[src/rtl/rit_pkg.sv]
// Shared constants and the digit-to-character function for radix_integer_to_text.
package rit_pkg;

  // Parameter default and fixed field widths
  localparam int unsigned VALUE_WIDTH_DEF = 32;
  localparam int unsigned VALUE_IN_W      = 32;
  localparam int unsigned BASE_IN_W       = 8;
  localparam int unsigned CHAR_W          = 7;
  // Radix 2..36 fits in six bits once range-checked
  localparam int unsigned RADIX_W         = 6;

  localparam logic [BASE_IN_W-1:0] BASE_MIN  = 8'd2;
  localparam logic [BASE_IN_W-1:0] BASE_MAX  = 8'd36;
  localparam logic [BASE_IN_W-1:0] SIGN_BASE = 8'd10;

  // ASCII codes
  localparam logic [CHAR_W-1:0] CHAR_NUL   = 7'h00;
  localparam logic [CHAR_W-1:0] CHAR_ZERO  = 7'h30;
  localparam logic [CHAR_W-1:0] CHAR_A     = 7'h61;
  localparam logic [CHAR_W-1:0] CHAR_MINUS = 7'h2d;

  localparam logic [RADIX_W-1:0] DEC_DIGITS = 6'd10;

  // 0-9 then a-z
  function automatic logic [CHAR_W-1:0] digit_char(input logic [RADIX_W-1:0] d);
    logic [CHAR_W-1:0] dx;
    dx = CHAR_W'(d);
    if (d < DEC_DIGITS) begin
      return CHAR_ZERO + dx;
    end else begin
      return CHAR_A + dx - CHAR_W'(DEC_DIGITS);
    end
  endfunction

endpackage

[src/rtl/radix_integer_to_text.sv]
// Top level: integer to text in radix 2..36, one character per strobe.
//
//  channel  | handshake                 | payload
//  ---------+---------------------------+-------------------------------
//  command  | start (in), busy (out)    | command_i, value_i, base_i
//  result   | strobe_o (out)            | character_o, last_o
//
// A transaction is taken when start is high and busy is low. The serial
// divider produces one digit per division, least significant first; an
// invalid base skips straight to the NUL terminator. Digits are parked in
// a small RAM, then read out in reverse, each character through a read
// state and a show state. Reset returns the sequencer to idle; nothing
// else needs clearing. The receiver cannot stall the result strobe.
module radix_integer_to_text import rit_pkg::*; #(
  parameter int unsigned VALUE_WIDTH = VALUE_WIDTH_DEF
) (
  input  logic                  clk_i,
  input  logic                  rst_ni,
  input  logic                  start,
  output logic                  busy,
  input  logic                  command_i,
  input  logic [VALUE_IN_W-1:0] value_i,
  input  logic [BASE_IN_W-1:0]  base_i,
  output logic                  strobe_o,
  output logic [CHAR_W-1:0]     character_o,
  output logic                  last_o
);

  localparam int unsigned ADDR_W = $clog2(VALUE_WIDTH);
  localparam int unsigned CNT_W  = $clog2(VALUE_WIDTH + 1);

  typedef enum logic [2:0] {
    S_IDLE,
    S_DIV,
    S_SIGN,
    S_READ,
    S_SHOW,
    S_NUL
  } state_e;

  state_e              state_q;
  logic [CNT_W-1:0]    nd_q;
  logic                neg_q;
  logic [RADIX_W-1:0]  base_q;
  logic                strobe_q;
  logic [CHAR_W-1:0]   char_q;
  logic                last_q;

  logic                   accept;
  logic                   base_ok;
  logic [VALUE_WIDTH-1:0] v_in;
  logic                   neg_in;
  logic [VALUE_WIDTH-1:0] mag_in;

  logic                   div_start;
  logic [VALUE_WIDTH-1:0] div_dividend;
  logic [RADIX_W-1:0]     div_divisor;
  logic                   div_done;
  logic [VALUE_WIDTH-1:0] div_quo;
  logic [RADIX_W-1:0]     div_rem;
  logic                   quo_zero;

  logic                   ram_we;
  logic [CNT_W-1:0]       nd_dec;
  logic [CHAR_W-1:0]      ram_rdata;

  // Transaction decode and sign handling
  assign accept  = start && !busy;
  assign base_ok = (base_i >= BASE_MIN) && (base_i <= BASE_MAX);
  assign v_in    = VALUE_WIDTH'(value_i);
  assign neg_in  = command_i && (base_i == SIGN_BASE) && v_in[VALUE_WIDTH-1];
  assign mag_in  = neg_in ? (~v_in + VALUE_WIDTH'(1)) : v_in;

  // Divider launch: first digit from the input, later ones from the quotient
  assign quo_zero     = (div_quo == '0);
  assign div_start    = (accept && base_ok) || ((state_q == S_DIV) && div_done && !quo_zero);
  assign div_dividend = (state_q == S_IDLE) ? mag_in : div_quo;
  assign div_divisor  = (state_q == S_IDLE) ? base_i[RADIX_W-1:0] : base_q;

  rit_divider #(
    .VALUE_WIDTH(VALUE_WIDTH)
  ) u_divider (
    .clk_i      (clk_i),
    .rst_ni     (rst_ni),
    .start_i    (div_start),
    .dividend_i (div_dividend),
    .divisor_i  (div_divisor),
    .done_o     (div_done),
    .quotient_o (div_quo),
    .remainder_o(div_rem)
  );

  // Digit buffer, least significant digit at address zero
  assign ram_we = (state_q == S_DIV) && div_done;
  assign nd_dec = nd_q - CNT_W'(1);

  rit_ram #(
    .WIDTH(CHAR_W),
    .DEPTH(VALUE_WIDTH)
  ) u_digits (
    .clk_i  (clk_i),
    .we_i   (ram_we),
    .waddr_i(nd_q[ADDR_W-1:0]),
    .wdata_i(digit_char(div_rem)),
    .raddr_i(nd_dec[ADDR_W-1:0]),
    .rdata_o(ram_rdata)
  );

  // Sequencer with registered result outputs
  always_ff @(posedge clk_i or negedge rst_ni) begin
    if (!rst_ni) begin
      state_q  <= S_IDLE;
      nd_q     <= '0;
      neg_q    <= 1'b0;
      base_q   <= '0;
      strobe_q <= 1'b0;
      char_q   <= CHAR_NUL;
      last_q   <= 1'b0;
    end else begin
      strobe_q <= 1'b0;
      last_q   <= 1'b0;
      unique case (state_q)
        S_IDLE: begin
          if (accept) begin
            nd_q   <= '0;
            neg_q  <= neg_in;
            base_q <= base_i[RADIX_W-1:0];
            state_q <= base_ok ? S_DIV : S_NUL;
          end
        end
        S_DIV: begin
          if (div_done) begin
            nd_q <= nd_q + CNT_W'(1);
            if (quo_zero) begin
              state_q <= neg_q ? S_SIGN : S_READ;
            end
          end
        end
        S_SIGN: begin
          strobe_q <= 1'b1;
          char_q   <= CHAR_MINUS;
          state_q  <= S_READ;
        end
        S_READ: begin
          nd_q    <= nd_dec;
          state_q <= S_SHOW;
        end
        S_SHOW: begin
          strobe_q <= 1'b1;
          char_q   <= ram_rdata;
          state_q  <= (nd_q == '0) ? S_NUL : S_READ;
        end
        S_NUL: begin
          strobe_q <= 1'b1;
          char_q   <= CHAR_NUL;
          last_q   <= 1'b1;
          state_q  <= S_IDLE;
        end
        default: begin
          state_q <= S_IDLE;
        end
      endcase
    end
  end

  assign busy        = (state_q != S_IDLE);
  assign strobe_o    = strobe_q;
  assign character_o = char_q;
  assign last_o      = last_q;

  // Checks
  a_last_is_nul: assert property (@(posedge clk_i) disable iff (!rst_ni)
    (strobe_o && last_o) |-> (character_o == CHAR_NUL))
    else $error("last flag on a non-NUL character");

  a_accept_busy: assert property (@(posedge clk_i) disable iff (!rst_ni)
    (start && !busy) |=> busy)
    else $error("transaction accepted without going busy");

  a_digit_room: assert property (@(posedge clk_i) disable iff (!rst_ni)
    (state_q == S_DIV) |-> (nd_q < CNT_W'(VALUE_WIDTH)))
    else $error("digit buffer overrun");

  a_done_in_div: assert property (@(posedge clk_i) disable iff (!rst_ni)
    div_done |-> (state_q == S_DIV))
    else $error("divider finished outside the divide phase");

endmodule

[src/rtl/rit_ram.sv]
// Generic single-write, single-read RAM with registered read data.
module rit_ram #(
  parameter int unsigned WIDTH = 8,
  parameter int unsigned DEPTH = 32
) (
  input  logic                     clk_i,
  input  logic                     we_i,
  input  logic [$clog2(DEPTH)-1:0] waddr_i,
  input  logic [WIDTH-1:0]         wdata_i,
  input  logic [$clog2(DEPTH)-1:0] raddr_i,
  output logic [WIDTH-1:0]         rdata_o
);

  logic [WIDTH-1:0] mem_q [DEPTH];
  logic [WIDTH-1:0] rdata_q;

  always_ff @(posedge clk_i) begin
    if (we_i) begin
      mem_q[waddr_i] <= wdata_i;
    end
    rdata_q <= mem_q[raddr_i];
  end

  assign rdata_o = rdata_q;

endmodule

[src/rtl/rit_divider.sv]
// Bit-serial restoring divider: value by a small radix, one quotient bit per cycle.
module rit_divider import rit_pkg::*; #(
  parameter int unsigned VALUE_WIDTH = VALUE_WIDTH_DEF
) (
  input  logic                   clk_i,
  input  logic                   rst_ni,
  input  logic                   start_i,
  input  logic [VALUE_WIDTH-1:0] dividend_i,
  input  logic [RADIX_W-1:0]     divisor_i,
  output logic                   done_o,
  output logic [VALUE_WIDTH-1:0] quotient_o,
  output logic [RADIX_W-1:0]     remainder_o
);

  localparam int unsigned CNT_W = $clog2(VALUE_WIDTH + 1);

  logic [VALUE_WIDTH-1:0] quo_q;
  logic [RADIX_W-1:0]     rem_q;
  logic [RADIX_W-1:0]     div_q;
  logic [CNT_W-1:0]       cnt_q;
  logic                   run_q;
  logic                   done_q;

  // One restoring step: shift in the next dividend bit, subtract if it fits
  logic [RADIX_W:0] rem_sh;
  logic [RADIX_W:0] rem_diff;
  logic             fits;

  assign rem_sh   = {rem_q, quo_q[VALUE_WIDTH-1]};
  assign rem_diff = rem_sh - {1'b0, div_q};
  assign fits     = (rem_sh >= {1'b0, div_q});

  always_ff @(posedge clk_i or negedge rst_ni) begin
    if (!rst_ni) begin
      run_q  <= 1'b0;
      done_q <= 1'b0;
      cnt_q  <= '0;
    end else begin
      done_q <= 1'b0;
      if (start_i) begin
        run_q <= 1'b1;
        cnt_q <= CNT_W'(VALUE_WIDTH);
      end else if (run_q) begin
        cnt_q <= cnt_q - CNT_W'(1);
        if (cnt_q == CNT_W'(1)) begin
          run_q  <= 1'b0;
          done_q <= 1'b1;
        end
      end
    end
  end

  // Datapath: the dividend register fills with quotient bits as it shifts
  always_ff @(posedge clk_i) begin
    if (start_i) begin
      quo_q <= dividend_i;
      rem_q <= '0;
      div_q <= divisor_i;
    end else if (run_q) begin
      quo_q <= {quo_q[VALUE_WIDTH-2:0], fits};
      rem_q <= fits ? rem_diff[RADIX_W-1:0] : rem_sh[RADIX_W-1:0];
    end
  end

  assign done_o      = done_q;
  assign quotient_o  = quo_q;
  assign remainder_o = rem_q;

endmodule

[config.mk]
export PLATFORM = sky130hd
export DESIGN_NAME = radix_integer_to_text
export DESIGN_NICKNAME = d
export VERILOG_FILES = /design/src/rtl/rit_pkg.sv /design/src/rtl/radix_integer_to_text.sv /design/src/rtl/rit_ram.sv /design/src/rtl/rit_divider.sv
export SDC_FILE = /design/constraint.sdc
export NUM_CORES = 1
export LEC_CHECK = 0
export ABC_AREA = 1
export ABC_CLOCK_PERIOD_IN_PS = 4400
export BUFFER_PORTS_ARGS = -buffer_cell sky130_fd_sc_hd__buf_2
export CAP_MARGIN = 20
export CELL_PAD_IN_SITES_DETAIL_PLACEMENT = 2
export CELL_PAD_IN_SITES_GLOBAL_PLACEMENT = 2
export CORE_AREA = 2 2 288 219
export DETAILED_ROUTE_END_ITERATION = 10
export DIE_AREA = 0 0 290 221
export GPL_TIMING_DRIVEN = 0
export PLACE_DENSITY = 0.61
export SETUP_SLACK_MARGIN = 0.1
export SLEW_MARGIN = 20
export SYNTH_ARGS = -nofsm -noshare
export SYNTH_HDL_FRONTEND = slang
export SYNTH_HIERARCHICAL = 1
export SYNTH_SLANG_ARGS = --single-unit
[constraint.sdc]
create_clock -name clk_i -period 4.4 [get_ports clk_i]
set_clock_uncertainty 0.2 [all_clocks]
set_input_delay 0.44 -clock clk_i [delete_from_list [all_inputs] [get_ports clk_i]]
set_output_delay 0.44 -clock clk_i [all_outputs]
set_load 0.01 [all_outputs]
==> flow_summary.json <==
{
  "status": "complete, no violations",
  "r2r-end": "u_divider/quotient_o[10]",
  "drt_wl_total_um": 55000,
  "pwr_density_cell_nw_per_um2": 339,
  "muxShareOfSynthArea": 0,
  "ant_nets": 0,
  "synth-simple-area-share": 0.297,
  "synth-compound-area-share": 0.0331,
  "synth_adder_area_share": 0.0153,
  "power_frac_comb": 0.015,
  "layout.nets": 1827,
  "area_delta_synth_final_pct": 17.6,
  "path_depth": 9,
  "place.port_buffers": 53,
  "syn_area_per_cell_um2": 9.14,
  "die_x_um": 290,
  "synth-seq-cells": 308,
  "min_to": "base_q[5]",
  "p_leak_uw": 0.00732,
  "cts.sinks": 308,
  "synthArstFlopShare": 0.107,
  "yosys.area_share.xor_xnor": 0.00460,
  "ioPinCount": 54,
  "fp.dieH_um": 221,
  "cts_tree": "done",
  "period_share": 0.799,
  "switching_share": 0.212,
  "worst_pin_slew_ns": 0.981,
  "seq_area_frac_synth": 0.588,
  "critPathCaptureType": "flip-flop",
  "drc": 0,
  "pre_cts_ws_ns": 0.559,
  "setup_viol": 0,
  "grt.total_usage": 0.171,
  "cp-start-kind": "flip-flop",
  "globalRouteOverflowTotal": 0,
  "clock_latency_ns": 0.53,
  "max_slew_margin": 0.343,
  "placed_cells": 2537,
  "synth_area_um2": 15200,
  "grt_pass1_wl_um": 82800,
  "hold_path_depth": 3,
  "ir_drop_mv": 0.195,
  "p_sw_uw": 1290,
  "reg2reg_depth": 9,
  "cp_slowest_cell": "inv_2",
  "critPathTopFamily": "buffers and inverters",
  "internal_power_uw": 4770,
  "critPathKind": "flip-flop to flip-flop",
  "synth_top_family_by_area": "simple AND/OR/NAND/NOR gates",
  "grt_start_max_net_pins": 35,
  "syn_inst": 1666,
  "final_layout_size_suffix_gt1_frac": 0.121,
  "critPathMaxStageDelay_ns": 0.60,
  "synth_ff_type": "edfxtp_1",
  "power_frac_seq": 0.516,
  "clk_path_buf_depth": 3,
  "synth.net_count": 1728,
  "final_core_util": 0.292,
  "max_freq_mhz": 284,
  "coreArea_um2": 61400,
  "final_common_cell": "nand2_1",
  "cts-htree-levels": 2,
  "post_cts_resized": 0,
  "place_area_um2": 16800,
  "cts.reportedPaths.clkPinSlew_ns": 0.06,
  "arrival_ns": 3.48,
  "via_count": 12229,
  "setup_ws_ns": 0.882,
  "cts_inserted_buffers": 35,
  "layout_common_cells": "611 x nand2_1, 274 x nand3_1, 262 x edfxtp_1, 123 x inv_1, 98 x nor2_1",
  "instances_no_fill": 2600,
  "rsz0062_at_grt": "false",
  "synth_warnings": 6,
  "hold_path_class": "primary input to flip-flop",
  "hold_path_startpoint": "base_i[5]",
  "gp_congestion": 0.789,
  "period_minus_slack_ns": 3.52,
  "hold_viol": 0,
  "whs_ns": 0.0685,
  "dieArea_um2": 64100,
  "rows": 79,
  "crit_path_cell_trace": "nor2_2, nand2_1, inv_2, nand2_2, clkbuf_1, o21ai_1, buf_4, nor2_2, inv_2",
  "cts-root-buf": "clkbuf_16",
  "drt-initial-drc-count": 778,
  "grt_antenna_before_repair": 0,
  "stdcell_area_um2": 17900,
  "wire_per_inst_um": 21.2,
  "pwr-share-clk": 0.469,
  "crit_buf_inv": 4,
  "cp.required_ns": 4.36,
  "timing.rr.start": "state_q[1]",
  "n_fill_cell": 6856,
  "critPathMaxFanout": 34,
  "reg2reg_slack_ns": 0.88,
  "synth_cell_types": 46,
  "drv_cap": 0,
  "slew_violations": 0,
  "synth_edf_count": 262,
  "dr.pass1.iters": 5,
  "grt_pass1_vias": 12943,
  "start_util": 0.248,
  "vias_per_cell": 4.70,
  "dp_hpwl_um": 41800
}
-- metal layers --
metal,GRT usage,share of wire,vias to the layer above
met5,0,0,-
met4,0.0336,0.014,0
met3,0.0317,0.046,49
met2,0.244,0.41,173
met1,0.265,0.53,6237
li1,-,-,5770
-- worst register-to-register path, delay by kind of cell (launching register included) --
| kind | cells | cell delay (ns) |
|---|---|---|
| DFF | 1 | 0.43 |
| and+or+nand+nor | 4 | 0.55 |
| AOI/OAI and AO/OA | 1 | 0.59 |
| buffers and inverters | 4 | 1.35 |
-- metrics by stage --
stage,power [µW],setup TNS [ns]
2_1_floorplan,3220,0
3_3_place_gp,3280,-123.10
3_5_place_dp,3280,0
4_1_cts,6140,0
5_1_grt,6250,0
6_report,6060,0
-- kinds of logic (layout without fill, tap and decap cells) --
family | after synthesis | count (layout)
AND/OR/NAND/NOR | 1044 | 1044
flip-flops | 308 | 308
buffers and inverters | 201 | 324
AO/OA/AOI/OAI | 87 | 87
adder cells (fa/ha/maj) | 18 | 18
XOR/XNOR | 8 | 8
other | 0 | 1
-- Yosys cell counts (2+ instances only) --
library cell	count	area [µm²]
nor2_4	5	56.3
nor2_2	6	37.5
nand2_4	3	33.8
ha_1	17	213
inv_1	123	462
buf_1	4	15.0
inv_2	9	33.8
o211ai_1	2	15.0
nand3_1	274	1370
nand3b_1	3	22.5
nor3_1	5	25.0
buf_4	8	60.1
o21ai_0	44	220
dfxtp_1	13	260
nand3_2	6	60.1
nand4_1	22	138
o21ai_2	4	35.0
a32o_1	3	30.0
nand2_1	611	2290
buf_6	13	146
edfxtp_1	262	7870
buf_2	29	145
xor2_1	8	70.1
nor2_1	98	368
nand2_2	4	25.0
a21oi_1	9	45.0
o21ai_1	17	85.1
dfrtp_1	33	826
clkbuf_1	12	45.0
o21bai_1	2	15.0
nand3_4	2	35.0
-- final cells by class --
type,instances,area [µm²],share of cell area
clock inverter,18,123,0.00685
multi-input combinational,1157,5440,0.304
clock buffer,43,967,0.0540
sequential,308,8950,0.500
timing repair buffer,62,463,0.0259
tap,810,1010,0.0566
inverter,134,505,0.0282
buffer,67,432,0.0241
antenna,1,2.50,0.000140
-- worst max-delay path by stage --
stage,endpoint,slack [ns],from
floorplan,u_digits/mem_q[0][5],1.39,u_divider/remainder_o[4]
global placement,u_digits/mem_q[4][6],-1.46,u_divider/remainder_o[4]
detailed placement,u_divider/quotient_o[9],0.56,state_q[1]
CTS,u_divider/quotient_o[30],0.54,state_q[1]
global route,u_divider/quotient_o[10],0.57,state_q[1]
finish,u_divider/quotient_o[10],0.88,state_q[1]
-- what timing repair did --
| action | 4_1_cts | 5_1_grt |
|---|---|---|
| setup buffers | 0 | 0 |
| setup endpoints to repair | 0 | 0 |
| endpoints found under the hold margin | 33 | 0 |
| hold buffers | 1 | 0 |
-- flip-flops by register name, summed over array words and instances, names as in the netlist, 6 cells and up --
| name | flops |
|---|---|
| character_o | 7 |
| u_digits/rdata_o | 7 |
| u_divider/remainder_o | 6 |
| nd_q | 6 |
| u_divider/quotient_o | 32 |
| u_digits/mem_q | 224 |
| u_divider/cnt_q | 6 |
| base_q | 6 |
| u_divider/div_q | 6 |
-- power groups by stage --
stage	sequential [µW]	combinational (µW)	clock, µW
2_1_floorplan	3190	38.4	0
3_3_place_gp	3190	91.5	0
3_5_place_dp	3190	93.8	0
4_1_cts	3120	94.8	2920
5_1_grt	3120	106	3030
6_report	3120	93.5	2840
Power figures use the tool's default switching activity.
